[config.mk]
export PLATFORM = sky130hd
export DESIGN_NAME = jddm_sqrt
export DESIGN_NICKNAME = d
export VERILOG_FILES = /design/src/design/jddm_sqrt.sv
export SDC_FILE = /design/constraint.sdc
export NUM_CORES = 2
export LEC_CHECK = 0
export ABC_AREA = 1
export BUFFER_PORTS_ARGS = -buffer_cell sky130_fd_sc_hd__buf_2
export CORE_AREA = 10 10 416 418
export DETAILED_ROUTE_END_ITERATION = 10
export DIE_AREA = 0 0 426 428
export GPL_ROUTABILITY_DRIVEN = 0
export HOLD_SLACK_MARGIN = 0.05
export PLACE_DENSITY = 0.65
export SKIP_CTS_REPAIR_TIMING = 1
export SLEW_MARGIN = 30
export SYNTH_ARGS = -nofsm -noshare
export SYNTH_HDL_FRONTEND = slang
export SYNTH_SLANG_ARGS = --single-unit
export TNS_END_PERCENT = 5
[constraint.sdc]
create_clock -name clk_i -period 4 [get_ports clk_i]
set_input_delay 0.2 -clock clk_i [delete_from_list [all_inputs] [get_ports clk_i]]
set_output_delay 0.2 -clock clk_i [all_outputs]
set_load 0.005 [all_outputs]
[src/design/jddm_sqrt.sv]
// ----------------------------------------------------------------------------
// Pipelined square root
// Digit-by-digit integer square root, one result bit per stage, several
// lanes in lockstep with a side tag carried along.
// ----------------------------------------------------------------------------
`default_nettype none

module jddm_sqrt #(
  parameter int LANES = 1,
  parameter int IW    = 47,
  parameter int TW    = 1,
  parameter int RW    = (IW + 1) / 2
) (
  input  wire logic                         clk_i,
  input  wire logic                         rst_ni,
  input  wire logic                         en_i,
  input  wire logic                         valid_i,
  input  wire logic [LANES-1:0][IW-1:0]     op_i,
  input  wire logic [TW-1:0]                tag_i,
  output logic                              valid_o,
  output logic      [LANES-1:0][RW-1:0]     root_o,
  output logic      [TW-1:0]                tag_o
);

  localparam int EW = 2 * RW;
  localparam int SW = EW + 1;

  logic [RW-1:0]                        valid_q;
  logic [RW-1:0][LANES-1:0][SW-1:0]     rem_q;
  logic [RW-1:0][LANES-1:0][SW-1:0]     root_q;
  logic [RW-1:0][TW-1:0]                tag_q;

  for (genvar s = 0; s < RW; s++) begin : g_stage
    localparam logic [SW-1:0] BIT = SW'(1) << (EW - 2 - 2 * s);

    logic                       v_in;
    logic [LANES-1:0][SW-1:0]   rem_in;
    logic [LANES-1:0][SW-1:0]   root_in;
    logic [TW-1:0]              tag_in;
    logic [LANES-1:0][SW-1:0]   rem_d;
    logic [LANES-1:0][SW-1:0]   root_d;

    if (s == 0) begin : g_first
      always_comb begin
        for (int k = 0; k < LANES; k++) begin
          rem_in[k] = SW'(op_i[k]);
        end
      end
      assign v_in    = valid_i;
      assign root_in = '0;
      assign tag_in  = tag_i;
    end else begin : g_next
      assign v_in    = valid_q[s-1];
      assign rem_in  = rem_q[s-1];
      assign root_in = root_q[s-1];
      assign tag_in  = tag_q[s-1];
    end

    always_comb begin
      for (int k = 0; k < LANES; k++) begin
        if (rem_in[k] >= root_in[k] + BIT) begin
          rem_d[k]  = rem_in[k] - (root_in[k] + BIT);
          root_d[k] = (root_in[k] >> 1) + BIT;
        end else begin
          rem_d[k]  = rem_in[k];
          root_d[k] = root_in[k] >> 1;
        end
      end
    end

    always_ff @(posedge clk_i or negedge rst_ni) begin
      if (!rst_ni) begin
        valid_q[s] <= 1'b0;
      end else if (en_i) begin
        valid_q[s] <= v_in;
      end
    end

    always_ff @(posedge clk_i) begin
      if (en_i) begin
        rem_q[s]  <= rem_d;
        root_q[s] <= root_d;
        tag_q[s]  <= tag_in;
      end
    end
  end

  always_comb begin
    for (int k = 0; k < LANES; k++) begin
      root_o[k] = root_q[RW-1][k][RW-1:0];
    end
  end

  assign valid_o = valid_q[RW-1];
  assign tag_o   = tag_q[RW-1];

endmodule

`default_nettype wire
== After elaboration in Yosys (flattened, before gate mapping) ==
Cells that the tools add are included.
Cells by class
  $add $sub $neg: 69
  magnitude comparators: 24
  muxes and demuxes: 47
Operators by type and width (number)
  $ge 49x49->1: 23
  $mux 49: 22
  $sub 49x49->49: 22
  $mux 48: 22
  $mux 47: 2
  $add 48x11->49 const B: 1
  $add 48x13->49 const B: 1
  $add 48x15->49 const B: 1
  $add 48x17->49 const B: 1
  $add 48x19->49 const B: 1
  $add 48x21->49 const B: 1
  $add 48x23->49 const B: 1
  $add 48x25->49 const B: 1
  $add 48x27->49 const B: 1
  $add 48x29->49 const B: 1
  $add 48x3->49 const B: 1
  $add 48x31->49 const B: 1
  $add 48x33->49 const B: 1
  $add 48x35->49 const B: 1
  $add 48x37->49 const B: 1
  $add 48x39->49 const B: 1
  $add 48x41->49 const B: 1
  $add 48x43->49 const B: 1
  $add 48x45->49 const B: 1
  30 further kinds: 30
Storage, ports and cells
  register bits: 2325
  input bits: 52
  output and inout port bits: 26
  logic and storage cells: 258

== Logic depth before layout (Yosys ltp) ==
  depth after elaboration: 3
  mapped depth: 17
  gate-level depth less buffers: 16

== Least setup slack after synthesis ==
Ideal clock, no wire load.
  path type: reg-to-reg
  start: reg rem_q (netlist bit g_stage[7].rem_in[40])
  end: reg rem_q (netlist bit g_stage[8].rem_in[41]) (data pin)
  data arrival time: 1939 ps
  data required time: 3751 ps
  setup slack: 1812 ps
  stages on the path, launching flop included: 11
  path buffers: 1
  cells stage by stage: edfxtp_1 ha_1 inv_1 o21bai_1 a21oi_1 nand2_1 a211oi_4 nand2_4 buf_6 nand2_1 inv_1
RTL lines
  from (decl): line 29  | logic [RW-1:0][LANES-1:0][SW-1:0] rem_q;
  from (signal, indexed assignment): line 81  | rem_q[s] <= rem_d;

==> impl_metrics.py <==
metrics = {
    "die": {
        "die-area_um2": 182000,
        "start_util_pct": 49.7,
        "die_w_um": 426,
        "core_area_um2": 164000,
        "io_pins": 78,
        "fp-row-count": 149,
        "die_h_um": 428,
    },
    "timing": {
        "hold_viol": 0,
        "fin_crit_ns": 3.23,
        "fin_crit_sh_pct": 80.8,
        "worstMarginPinSlew_ns": 0.902,
        "rsz0062_at_grt": "false",
        "relSlewSlack_pct": 39.8,
        "drv_slew": 0,
        "fin_tns_setup_ns": 0,
        "clock.fmax_ghz": 0.309,
        "skew_ns": 0.0433,
        "layout_setup_ws_ns": 0.768,
        "setup_viol": 0,
    },
    "detailed_routing": {
        "wl_per_cell_um": 17.8,
        "antenna_left": 0,
        "drt_pass1_iterations": 7,
        "via_per_inst": 5.28,
        "route.met2.wl_um": 103000,
        "drc": 0,
        "wl_met1_um": 86000,
        "drt_iter0_drc": 6159,
        "drt-total-wl_um": 214000,
        "dr.max_layer_used": "met5",
        "vias": 63692,
        "route.met3.wl_um": 15500,
    },
    "placement": {
        "port_buffers": 77,
        "place_ws_ns": 0.783,
        "hpwl_um": 169000,
    },
    "setup_path": {
        "setup.worst_path.class": "reg -> reg",
        "path_delay_family": "simple AND/OR/NAND/NOR gates",
        "critical_path_buf_inv_count": 1,
        "crit_top_cell": "nand2_1",
        "required_ns": 4.51,
        "crit_path_start_kind": "register",
        "crit_slowest_cell": "inv_1",
        "crit_chain": "ha_1 > a21oi_1 > nand2_1 > nand2_1 > nand2_1 > nand2_1 > nand2_1 > nand2_1 > nand3_1 > inv_1 > o21ai_0",
        "endpoint_kind": "register",
        "worstPathMaxFanout": 31,
        "max_stage_delay_ns": 0.75,
        "cp.arrival_ns": 3.74,
    },
    "final_layout": {
        "nFillCells": 14786,
        "drive_above_1_share_pct": 4.45,
        "regArea_um2": 44100,
        "multi_input_area_um2": 31400,
        "nets": 10107,
        "area_delta_synth_final_pct": 11.1,
    },
    "cts": {
        "clock_tree.root_cell": "clkbuf_16",
        "clk_pin_slew_ns": 0.06,
        "clockBufferDepth": 3,
        "cts-buffers-inserted": 158,
        "insertion_delay_ns": 0.81,
        "htreeDepth": 4,
        "tritoncts": "done",
        "cts_num_sinks": 1474,
    },
    "global_route": {
        "antenna_found_initial": 2,
        "grt_max_degree": 144,
        "overflow": 0,
        "grt_pass1_wl_um": 328000,
        "grtUsageTotal_pct": 22.7,
        "grt_pass1_vias": 59975,
    },
    "run": {
        "maxCapViolCount": 0,
    },
    "outcome": {
        "outcome": "complete, no violations",
    },
    "yosys": {
        "async_reset_ff_share_pct": 1.63,
        "synthSimpleGateAreaFrac_pct": 25.5,
        "synth.top_cells.by_area": "edfxtp_1, nand2_1, inv_1",
        "syn_inst": 9462,
        "synth-main-ff-cell": "edfxtp_1",
        "ys_ff_latch": 1474,
        "synthTopCellsByCount": "nand2_1, inv_1, edfxtp_1",
        "yosysTopAreaCellShare_pct": 53.3,
        "seq_area_frac_synth_pct": 54.0,
        "synth-xor-area-share_pct": 2.99,
        "synth-adder-area-share_pct": 4.90,
        "yosysMostFrequentCell": "nand2_1",
        "synth_top_family_by_area": "simple AND/OR/NAND/NOR gates",
        "synth_area_leader_cell": "edfxtp_1",
        "synth-compound-area-share_pct": 5.01,
        "synth-edff-count": 1450,
        "syn_area_um2": 81700,
        "synth.area.mux_share_pct": 0,
        "ys_types": 59,
        "avgSynthCellArea_um2": 8.63,
        "synth_warnings": 0,
    },
    "pwr": {
        "leakage_nw": 39.8,
        "pwr_density_cell_nw_per_um2": 505,
        "ir_drop_mv": 0.461,
        "total_power_mw": 45.8,
    },
    "hold_path": {
        "hp-class": "in -> reg",
    },
}
==> metal layers <==
metal	up-vias	GRT usage [%]
li1	31467	-
met1	29301	28.7
met2	2440	38.4
met3	482	3.68
met4	2	9.73
met5	-	0
==> logic make-up after synthesis <==
| family | after synthesis |
|---|---|
| other cells | 1 |
| buf+inv | 1600 |
| xor+xnor | 279 |
| fa+ha+maj | 320 |
| simple gates | 5035 |
| flops | 1474 |
| compound gates | 753 |
==> path summary, 6_finish.rpt <==
kind                                             start                     end  slack (ns)  depth (start not counted)
worst max-delay path            g_stage[12].rem_in[24]  g_stage[13].rem_in[31]        0.77                         11
worst min-delay path                          op_i[40]   g_stage[1].rem_in[40]        0.10                          2
worst max register to register  g_stage[12].rem_in[24]  g_stage[13].rem_in[31]        0.77                         11
worst min register to register      g_stage[19].tag_in      g_stage[20].tag_in        0.42                          0
max in group asynchronous                       rst_ni        g_stage[20].v_in        3.46                          4
min in group asynchronous                       rst_ni                 valid_o        0.40                          4
==> cell type report <==
class / instances / area share (%)
Clock inverter: 97 / 1.13
Antenna cell: 1 / 0.00276
Timing Repair Buffer: 192 / 1.78
Sequential cell: 1474 / 48.6
Clock buffer: 190 / 4.56
Tap cell: 2189 / 3.02
Multi-Input combinational cell: 6389 / 34.6
Inverter: 1520 / 6.29
==> through the flow <==
stage | hold WS [ns] | instance area (µm²) | std cells | utilization (%)
after floorplan | -0.0956 | 81700 | 9463 | -
after global placement | 0.194 | 85000 | 11711 | 51.7
after detailed placement | 0.207 | 85000 | 11711 | 51.7
after CTS | -0.675 | 90200 | 11998 | 54.9
after global routing | 0.0683 | 90700 | 12051 | 55.2
final | 0.101 | 90700 | 12052 | 55.2
==> registers in the layout, summed over array words and instances, names as in the netlist <==
signal / cells
g_stage.rem_in: 1126
g_stage.v_in: 23
tag_o: 1
g_stage.tag_in: 23
root_o: 24
valid_o: 1
g_stage.root_in: 276
==> layout by cell type, fill, tap and decap left out, types with 52 or more instances in the layout <==
cell type,synthesis,layout
nand2_1,2970,2970
inv_1,1514,1514
edfxtp_1,1450,1450
nor2_1,1064,1063
nand3_1,512,512
a21oi_1,369,369
ha_1,320,320
o21ai_0,250,250
nand4_1,182,182
clkbuf_16,0,161
xnor2_1,141,141
xor2_1,138,138
nor3_1,101,101
buf_2,41,76
nor4_1,69,67
nand3b_1,61,61
dlygate4sd3_1,0,52
==> power breakdown <==
part | leakage [nW] | switching (mW) | internal [mW] | total, mW
Sequential | 14.2 | 1.43 | 19.3 | 20.7
Clock | 2.50 | 6.16 | 8.36 | 14.5
Combinational | 23.1 | 7.15 | 3.42 | 10.6
Total | 39.8 | 14.7 | 31.1 | 45.8
(Power assumes the default switching activity.)
