--- config.mk ---
export PLATFORM = sky130hd
export DESIGN_NAME = jddm_div
export DESIGN_NICKNAME = d
export VERILOG_FILES = /design/src/design/jddm_div.sv
export SDC_FILE = /design/constraint.sdc
export NUM_CORES = 1
export LEC_CHECK = 0
export ABC_AREA = 1
export BUFFER_PORTS_ARGS = -buffer_cell sky130_fd_sc_hd__buf_2
export CAP_MARGIN = 20
export CORE_ASPECT_RATIO = 1.2
export CORE_MARGIN = 2
export CORE_UTILIZATION = 50
export CTS_BUF_LIST = sky130_fd_sc_hd__clkbuf_8
export DETAILED_ROUTE_END_ITERATION = 6
export PLACE_DENSITY = 0.66
export SKIP_LAST_GASP = 1
export SLEW_MARGIN = 20
export SYNTH_ARGS = -nofsm -noshare
export SYNTH_HDL_FRONTEND = slang
export SYNTH_SLANG_ARGS = --single-unit
export TNS_END_PERCENT = 30
--- constraint.sdc ---
create_clock -name clk_i -period 2.54 [get_ports clk_i]
set_input_delay 0.254 -clock clk_i [delete_from_list [all_inputs] [get_ports clk_i]]
set_output_delay 0.254 -clock clk_i [all_outputs]
set_load 0.005 [all_outputs]
--- src/design/jddm_div.sv ---
// ----------------------------------------------------------------------------
// Pipelined divider
// Restoring division, one quotient bit per stage, several numerators that
// share one denominator, with a side tag carried along.
// ----------------------------------------------------------------------------
`default_nettype none

module jddm_div #(
  parameter int LANES = 1,
  parameter int NW    = 30,
  parameter int DW    = 15,
  parameter int QW    = 15,
  parameter int TW    = 1
) (
  input  wire logic                         clk_i,
  input  wire logic                         rst_ni,
  input  wire logic                         en_i,
  input  wire logic                         valid_i,
  input  wire logic [LANES-1:0][NW-1:0]     num_i,
  input  wire logic [DW-1:0]                den_i,
  input  wire logic [TW-1:0]                tag_i,
  output logic                              valid_o,
  output logic      [LANES-1:0][QW-1:0]     quo_o,
  output logic      [TW-1:0]                tag_o
);

  localparam int W = (NW > DW + QW) ? NW : DW + QW;

  logic [QW-1:0]                        valid_q;
  logic [QW-1:0][LANES-1:0][W-1:0]      rem_q;
  logic [QW-1:0][LANES-1:0][QW-1:0]     quo_q;
  logic [QW-1:0][DW-1:0]                den_q;
  logic [QW-1:0][TW-1:0]                tag_q;

  for (genvar s = 0; s < QW; s++) begin : g_stage
    logic                       v_in;
    logic [LANES-1:0][W-1:0]    rem_in;
    logic [LANES-1:0][QW-1:0]   quo_in;
    logic [DW-1:0]              den_in;
    logic [TW-1:0]              tag_in;
    logic [LANES-1:0][W-1:0]    rem_d;
    logic [LANES-1:0][QW-1:0]   quo_d;
    logic [W-1:0]               sub;

    if (s == 0) begin : g_first
      always_comb begin
        for (int k = 0; k < LANES; k++) begin
          rem_in[k] = W'(num_i[k]);
        end
      end
      assign v_in   = valid_i;
      assign quo_in = '0;
      assign den_in = den_i;
      assign tag_in = tag_i;
    end else begin : g_next
      assign v_in   = valid_q[s-1];
      assign rem_in = rem_q[s-1];
      assign quo_in = quo_q[s-1];
      assign den_in = den_q[s-1];
      assign tag_in = tag_q[s-1];
    end

    assign sub = W'(den_in) << (QW - 1 - s);

    always_comb begin
      for (int k = 0; k < LANES; k++) begin
        if (rem_in[k] >= sub) begin
          rem_d[k] = rem_in[k] - sub;
          quo_d[k] = (quo_in[k] << 1) | QW'(1);
        end else begin
          rem_d[k] = rem_in[k];
          quo_d[k] = quo_in[k] << 1;
        end
      end
    end

    always_ff @(posedge clk_i or negedge rst_ni) begin
      if (!rst_ni) begin
        valid_q[s] <= 1'b0;
      end else if (en_i) begin
        valid_q[s] <= v_in;
      end
    end

    always_ff @(posedge clk_i) begin
      if (en_i) begin
        rem_q[s] <= rem_d;
        quo_q[s] <= quo_d;
        den_q[s] <= den_in;
        tag_q[s] <= tag_in;
      end
    end
  end

  assign valid_o = valid_q[QW-1];
  assign quo_o   = quo_q[QW-1];
  assign tag_o   = tag_q[QW-1];

endmodule

`default_nettype wire

# Word-level counts from Yosys, hierarchy flattened
# Cells that the tools add are included.
# word_totals
regBits	780
out_inout_bits	17
# op_classes
n_addsub	14
magnitude_cmp	15
mux	29
# op_table
op	count
$mux 30	14
$ge 30x15->1	1
$ge 30x16->1	1
$ge 30x17->1	1
$ge 30x18->1	1
$ge 30x19->1	1
$ge 30x20->1	1
$ge 30x21->1	1
$ge 30x22->1	1
$ge 30x23->1	1
$ge 30x24->1	1
$ge 30x25->1	1
$ge 30x26->1	1
$ge 30x27->1	1
$ge 30x28->1	1
$ge 30x29->1	1
$sub 30x16->30	1
$sub 30x17->30	1
$sub 30x18->30	1
$sub 30x19->30	1
$sub 30x20->30	1
$sub 30x21->30	1
$sub 30x22->30	1
$sub 30x23->30	1
other kinds (7)	21

# Depth between registers and ports, before layout
# Gate-level depths: netlist (run 1).
# depth
word_depth	2
depth_mapped	16

# Worst setup path after synthesis (run 1)
# OpenSTA, ideal clock, no wires.
# synth_path
path_kind	reg-to-reg
startpoint	register rem_q (netlist bit g_stage[8].rem_in[6])
endpoint	register rem_q (netlist bit g_stage[9].rem_in[10]), data pin
arrival_ns	1.947
required_ns	2.279
setup_slack_ns	0.331
stages_incl_launch_ff	14
n_path_buf	1
synth_period_minus_slack_ns	2.209
cell_sequence	edfxtp_1 -> inv_1 -> ha_1 -> inv_1 -> fa_1 -> nand3_1 -> nand3_1 -> nand3_1 -> nand2_1 -> nand2_1 -> nand2_1 -> nor2_1 -> buf_2 -> o21ai_0
# synth_lines
element	line	rtl
from (decl)	30	logic [QW-1:0][LANES-1:0][W-1:0] rem_q;
from (signal, indexed assignment)	87	rem_q[s] <= rem_d;

==> results of run 1 <==
-- layout make-up --
cell class	count	share of cell area
inverter	1061	0.0753
clock inverter	96	0.0142
timing repair buffer	283	0.0449
clock buffer	137	0.0356
tap	1240	0.0293
multi-input combinational	3913	0.360
sequential	780	0.441
antenna	1	0.0000472
-- final timing paths --
path / depth (start not counted) / slack [ns] / to
min reg2reg: 0 / 0.41 / g_stage[13].quo_in[8]$_DFFE_PP_
min in group asynchronous: 3 / 0.56 / g_stage[9].v_in$_DFFE_PN0P_
max: 12 / 0.05 / g_stage[10].rem_in[21]$_DFFE_PP_
min: 2 / 0.20 / g_stage[1].den_in[2]$_DFFE_PP_
max reg2reg: 12 / 0.05 / g_stage[10].rem_in[21]$_DFFE_PP_
max in group asynchronous: 3 / 1.55 / g_stage[4].v_in$_DFFE_PN0P_
-- critical path, delay by kind of cell, from the launching register on --
kind          cells  cell delay (ns)
buf+inv           2             0.14
flops             1             0.52
simple gates      8             0.84
fa+ha+maj         2             0.72
-- flip-flops by register name, summed over array words and instances (netlist names) --
name and flops:
tag_o 1, g_stage.quo_in 105, valid_o 1, g_stage.tag_in 14
g_stage.den_in 210, g_stage.rem_in 420, quo_o 15, g_stage.v_in 14
-- where the power goes --
| group | switching, uW | internal, uW | total (uW) |
|---|---|---|---|
| Clock | 5230 | 6100 | 11300 |
| Sequential | 2010 | 17400 | 19400 |
| Combinational | 13100 | 6910 | 20000 |
-- cells by family after synthesis --
logic type	count (synthesis)	share of synthesized area
AND/OR/NAND/NOR	3265	0.285
buffers and inverters	1114	0.0927
flip-flops	780	0.500
AO/OA/AOI/OAI	283	0.0320
adder cells (fa/ha/maj)	239	0.0663
XOR/XNOR	125	0.0234
multiplexers	1	0.000241
-- synth_stat cells, drive strengths merged --
master     n  area [um^2]
nand2   2175         8210
inv     1061         3980
edfxtp   765        23000
nor2     534         2070
nand3    374         1900
ha       225         2820
a21oi    185          967
xor2     104          911
o21ai     85          429
nand4     66          413
nand3b    51          383
buf       50          338
nor3      35          175
xnor2     21          184
dfrtp     15          375
fa        14          280
or2        8         50.1
o21bai     7         52.6
and2       6         37.5
nor4       6         37.5
a21boi     4         30.0
nand2b     4         25.0
clkbuf     3         11.3
and3       2         12.5
nor3b      2         15.0
a211oi     1         7.51
and3b      1         8.76
mux2       1         11.3
nor2b      1         6.26
o211ai     1         7.51
-- layer usage --
| layer | routed length, um | up-vias | share of wire | global-route usage |
|---|---|---|---|---|
| met5 | 0 | - | 0 | 0 |
| met4 | 8130 | 0 | 0.062 | 0.161 |
| met3 | 4640 | 340 | 0.035 | 0.0332 |
| met2 | 68400 | 951 | 0.52 | 0.512 |
| met1 | 50000 | 17389 | 0.38 | 0.300 |
| li1 | - | 19168 | - | - |
-- what timing repair did --
item | 4_1_cts | 5_1_grt
endpoints found under the setup margin | 1 | 73
resized for setup | 1 | 19
gates cloned | 0 | 1
hold endpoints to repair | 91 | 0
pin swaps | 0 | 0
hold buffers | 50 | 0
-- per-stage QoR --
step | total power [uW] | setup TNS, ns | setup WS (ns)
finish | 50800 | 0 | 0.0549
global route | 54500 | -0.606 | -0.0559
detailed placement | 39400 | -0.00487 | -0.00487
global placement | 39300 | 0 | 0.0403
CTS | 51000 | 0 | 0.0430
floorplan | 32600 | 0 | 0.331
==> results.rst, run 1 <==
.. list-table::
   :header-rows: 1

   * - Metric
     - Value
   * - Result of the run
     - finished clean
   * - Vias in the first global route
     - 37587
   * - Slew headroom
     - 0.565
   * - Max frequency
     - 402 MHz
   * - Critical path endpoint category
     - flip-flop
   * - Fraction of final layout cells with drive strength greater than 1
     - 0.0778
   * - Hold Violations, Final
     - 0
   * - CP Class
     - reg -> reg
   * - Cell Count Post-Placement
     - 7226
   * - Number of placement rows
     - 122
   * - CP Max Fanout
     - 4
   * - Max capacitance violation total
     - 0
   * - Chain of cells forming the critical path
     - ha_1 -> fa_1 -> inv_1 -> nand3_1 -> nand3_1 -> nand2_1 -> nand2_1 -> nand3_1 -> nand3_1 -> nand2_1 -> nand2_1 -> inv_1
   * - Finished Cell Area
     - 0.0530 mm^2
   * - Area Overhead vs Synth
     - 13.4%
   * - Top library cells by usage in the layout, fill and taps aside
     - 2160 x sky130_fd_sc_hd__nand2_1, 1079 x sky130_fd_sc_hd__inv_1, 765 x sky130_fd_sc_hd__edfxtp_1
   * - Setup violation total in the final timing report
     - 0
   * - Clock tree from TritonCTS
     - done
   * - Most common cell after layout, fill and taps aside
     - sky130_fd_sc_hd__nand2_1
   * - Number of buffers on the longest clock path
     - 3
   * - IR Drop Worst-Case VDD
     - 579 uV
   * - Critical register-to-register path startpoint
     - g_stage[9].den_in[0]$_DFFE_PP_
   * - Routed wire length
     - between 100000 and 150000 um
   * - Smallest hold slack
     - 0.203 ns
   * - Number of DRC markers after the initial detailed-route iteration
     - between 2000 and 3000
   * - Cell Count, Final, Fillers Out
     - 7511
   * - Via Count
     - 37848
   * - Number of buffers created by CTS
     - 132
   * - Count of mapped cells out of synthesis
     - about 5800
   * - Clock H-tree levels
     - 4
   * - Post-placement cell area
     - 0.0498 mm^2
   * - Maximum number of pins on one net before global-route repair
     - 102
   * - Sink Count
     - 780
   * - Fraction of the yosys area taken by sequential cells
     - 0.500
   * - CTS root buf
     - sky130_fd_sc_hd__clkbuf_8
   * - Number of nets in the synthesized netlist
     - 6096
   * - Slowest stage cell, crit path
     - sky130_fd_sc_hd__edfxtp_1
   * - Type of element launching the critical path
     - flip-flop
   * - Wirelength per Cell
     - 17.5 um
   * - Tot GR Track Use
     - 0.275
   * - Cell Pwr Density
     - between 900 and 1000 mW/mm^2
   * - Fillers
     - between 8000 and 9000
   * - Effective utilization at floorplan
     - 0.506
   * - Port Buf Inserts
     - 66
   * - Number of distinct standard cells referenced by the synthesized netlist
     - 43
   * - Net count reported at finish
     - 6460
   * - Endpoint arrival time on the critical path
     - 3.02 ns
   * - Height of the die
     - 339 um
   * - Post-route clock skew
     - 0.0413 ns
   * - Overall die area
     - 0.0959 mm^2
   * - Post-layout min period
     - 2.49 ns
   * - Area of the core region
     - 0.0924 mm^2
   * - Final cycle utilization of the critical path
     - 0.978
   * - Number of slew-limit violations in the final report
     - 0
   * - Width of the die
     - 283 um
   * - Synth Cell Area
     - 0.0467 mm^2
   * - Weighted congestion reported at the end of routability-driven placement
     - 0.952
   * - Source-to-sink clock delay at the later pin of the worst-skew pair
     - about 0.81 ns
   * - Hold_sp
     - den_i[2]
   * - Slowest stage delay, CP
     - 0.52 ns
   * - Post-synthesis area per instance
     - 8.04 um^2
   * - Top-level I/O count
     - 67
   * - Critical path required time
     - 3.08 ns
   * - Leakage component of the power
     - 0.0255 uW
   * - Wire length of the first global-routing pass
     - 204000 um
   * - Total half-perimeter wirelength after legalization and detailed placement
     - 106000 um
   * - Final global-route overflow total
     - 0
   * - Transition at the pin with the smallest max-transition slack
     - 0.650 ns
   * - Clock-pin slew on the worst setup and hold paths
     - 0.06 ns
   * - Number of warnings printed during yosys synthesis
     - 0
   * - DRT Pass-1 Iters
     - 5
   * - Antenna violations before repair
     - 1
   * - Post-route ant nets
     - 0
   * - Storage cell area
     - 0.0233 mm^2
   * - Number of synthesized register bits
     - 780
   * - Setup crit start
     - g_stage[9].den_in[0]$_DFFE_PP_
   * - Post-CTS repair timing setup buffer count
     - 0
   * - Util after Layout
     - 0.574
   * - Via count normalized by instance count
     - ~5
   * - Multi-input logic area
     - 0.0191 mm^2
   * - Classification of the worst-slack hold path
     - in -> reg
   * - DRC Markers
     - 0
   * - Setup repair after global routing missed its margin
     - yes
Power figures use the tool's default switching activity.
==> run 2, diff against run 1 <==
Settings changed: CORE_ASPECT_RATIO 1.2 to not set.
==> run 2 against run 1 <==
Effect of this change:
- the flow now finishes with violations (design-rule violations)
- maximum frequency hardly changed
- sequential share of layout area rose by 0.24 points
- count of clock-buffer cells in the layout down 1
- worst setup slack about the same
- critical path depth stayed put
- sequential power hardly changed
- wire length shrank 2.1%
- worst hold slack got worse by 0.034 ns
- total power is 1.5% lower
- via count down 0.24%
- die area is essentially flat
- largest cell class unchanged
- highest routed layer unchanged
==> results.rst, run 2 (synthesis results as in run 1) <==
.. list-table::
   :header-rows: 1

   * - Metric
     - Value
   * - Result of the run
     - complete, but fails checks
   * - Violated checks
     - design-rule violations
   * - Hold Violations, Final
     - 0 (unchanged)
   * - Source-to-sink clock delay at the later pin of the worst-skew pair
     - 0.80 ns (about the same)
   * - Max frequency
     - 402 MHz (about the same)
   * - Clock tree from TritonCTS
     - done
   * - Maximum number of pins on one net before global-route repair
     - 90 (-12%)
   * - DRC Markers
     - 4 (+4)
   * - Fin worst setup slack
     - 0.0547 ns (-0.000220 ns)
   * - Width of the die
     - 310 um (+9.4%)
   * - Slowest stage cell, crit path
     - sky130_fd_sc_hd__edfxtp_1
   * - Area Overhead vs Synth
     - 12.8%
   * - CP Class
     - reg -> reg
   * - Clock H-tree levels
     - 4 (unchanged)
   * - Most common cell after layout, fill and taps aside
     - sky130_fd_sc_hd__nand2_1
   * - Fillers
     - 8667 (+1.0%)
   * - Type of element launching the critical path
     - flip-flop
   * - Top library cells by usage in the layout, fill and taps aside
     - 2158 x sky130_fd_sc_hd__nand2_1, 1090 x sky130_fd_sc_hd__inv_1, 765 x sky130_fd_sc_hd__edfxtp_1
   * - Number of placement rows
     - 112 (-8.2%)
   * - Final global-route overflow total
     - 0 (unchanged)
   * - Leakage component of the power
     - 0.0254 uW (-0.61%)
   * - Setup crit start
     - g_stage[12].den_in[0]$_DFFE_PP_
   * - Area of the core region
     - 0.0929 mm^2 (+0.60%)
   * - CP Max Fanout
     - 11 (+7)
   * - Chain of cells forming the critical path
     - ha_1 -> inv_1 -> fa_1 -> nand3_1 -> nand3_1 -> nand2_1 -> nand3_1 -> nand2_1 -> nand2_2 -> buf_4 -> nand3_1 -> nand2_1
   * - Multi-input logic area
     - 0.0191 mm^2 (about the same)
   * - Routed wire length
     - 128000 um (-2.1%)
   * - Port Buf Inserts
     - 66 (unchanged)
   * - Fraction of final layout cells with drive strength greater than 1
     - 0.0723 (-0.00552)
   * - Clock-pin slew on the worst setup and hold paths
     - 0.06 ns (about the same)
   * - Placement Setup Slack
     - -0.155 ns (-0.151 ns)
   * - Critical path endpoint category
     - flip-flop
   * - Wirelength per Cell
     - 17.1 um (-2.1%)
   * - Via count normalized by instance count
     - 5.03 (-0.22%)
   * - Slowest stage delay, CP
     - 0.47 ns (-0.05 ns)
   * - Slew headroom
     - 0.510 (-0.0549)
   * - Post-route ant nets
     - 0 (unchanged)
   * - Sink Count
     - 780 (unchanged)
   * - Via Count
     - 37756 (-0.24%)
   * - Storage cell area
     - 0.0233 mm^2 (unchanged)
   * - Total half-perimeter wirelength after legalization and detailed placement
     - 102000 um (-3.8%)
   * - Endpoint arrival time on the critical path
     - 3.02 ns (about the same)
   * - IR Drop Worst-Case VDD
     - 514 uV (-11%)
   * - Effective utilization at floorplan
     - 0.503 (-0.00304)
   * - Weighted congestion reported at the end of routability-driven placement
     - 0.961 (+0.92%)
   * - Height of the die
     - 310 um (-8.6%)
   * - Hold_sp
     - tag_i
   * - Setup violation total in the final timing report
     - 0 (unchanged)
   * - Net count reported at finish
     - 6439 (-0.33%)
   * - Antenna violations before repair
     - 4 (+3)
   * - Post-layout min period
     - 2.49 ns (+0.000220 ns)
   * - DRT Pass-1 Iters
     - 7 (+2)
   * - Classification of the worst-slack hold path
     - in -> reg
   * - Number of buffers on the longest clock path
     - 3 (unchanged)
   * - Critical path required time
     - 3.07 ns (about the same)
   * - Number of flip-flops under the largest register name
     - 420 (unchanged)
   * - Top-level I/O count
     - 67 (unchanged)
   * - Cell Pwr Density
     - 949 mW/mm^2 (-0.98%)
   * - Family with the most delay on the worst path
     - simple AND/OR/NAND/NOR gates
   * - Tot GR Track Use
     - 0.274 (-0.00130)
   * - Final cycle utilization of the critical path
     - 0.978 (about the same)
   * - Setup repair after global routing missed its margin
     - yes
   * - Critical register-to-register path startpoint
     - g_stage[12].den_in[0]$_DFFE_PP_
   * - CTS root buf
     - sky130_fd_sc_hd__clkbuf_8
   * - Post-route clock skew
     - 0.0384 ns (-0.00285 ns)
   * - Number of DRC markers after the initial detailed-route iteration
     - 2967 (+18%)
   * - Max capacitance violation total
     - 0 (unchanged)
   * - Post-Route Setup TNS
     - 0 ns (unchanged)
   * - Number of buffers created by CTS
     - 136 (+3.0%)
   * - Transition at the pin with the smallest max-transition slack
     - 0.732 ns (+0.0822 ns)
   * - Vias in the first global route
     - 37039 (-1.5%)
   * - Combined buffer and inverter count along the critical path
     - 2 (unchanged)
   * - Wire length of the first global-routing pass
     - 201000 um (-1.5%)
   * - Power, Total
     - 50000 uW (-1.5%)
   * - Cell occurring most often along the worst timing path
     - sky130_fd_sc_hd__nand3_1
   * - Number of slew-limit violations in the final report
     - 0 (unchanged)
   * - Overall die area
     - 0.0959 mm^2 (about the same)
[run 2: through the flow]
step | hold slack, ns | std cells | cell area [um^2] | util
floorplan | -0.0416 | 5807 | 46700 | -
global placement | 0.201 | 7211 | 49500 | 0.533
detailed placement | 0.208 | 7211 | 49500 | 0.533
CTS | 0.0850 | 7501 | 52600 | 0.566
global route | 0.129 | 7508 | 52700 | 0.567
finish | 0.169 | 7509 | 52700 | 0.567
[run 2: power breakdown]
| group | internal [uW] | leakage [uW] | switching [uW] | total, uW |
|---|---|---|---|---|
| registers | 17400 | 0.00755 | 2100 | 19500 |
| logic | 6820 | 0.0164 | 12800 | 19600 |
| clock network | 5600 | 0.00144 | 5280 | 10900 |
[run 2: final timing paths]
kind                                                     to  slack, ns  cells past startpoint
min in group asynchronous               valid_o$_DFFE_PN0P_       0.63                      3
setup / recovery           g_stage[13].rem_in[15]$_DFFE_PP_       0.05                     12
hold / removal                  g_stage[1].tag_in$_DFFE_PP_       0.17                      2
hold reg to reg             g_stage[13].quo_in[2]$_DFFE_PP_       0.41                      0
max in group asynchronous       g_stage[9].v_in$_DFFE_PN0P_       1.44                      3
setup reg to reg           g_stage[13].rem_in[15]$_DFFE_PP_       0.05                     12
[run 2: routing by layer]
metal | up-vias | global-route usage | share of wire
met1 | 17252 | 0.333 | 0.42
met2 | 1050 | 0.475 | 0.48
met5 | - | 0 | 0
met3 | 342 | 0.0342 | 0.043
met4 | 0 | 0.148 | 0.056
li1 | 19112 | - | -
[run 2: cell type report]
type	count	area share
flip-flops and latches	780	0.443
clock inverters	103	0.0126
diodes	4	0.000190
inverters	1061	0.0757
clock buffers	136	0.0355
repair buffers	258	0.0411
well taps	1254	0.0298
multi-input cells	3913	0.362
[run 2: what timing repair did]
item / 4_1_cts / 5_1_grt
hold endpoints to repair: 110 / 0
resized for setup: 1 / 14
setup endpoints to repair: 22 / 112
setup buffers: 1 / 4
hold buffers: 50 / 0
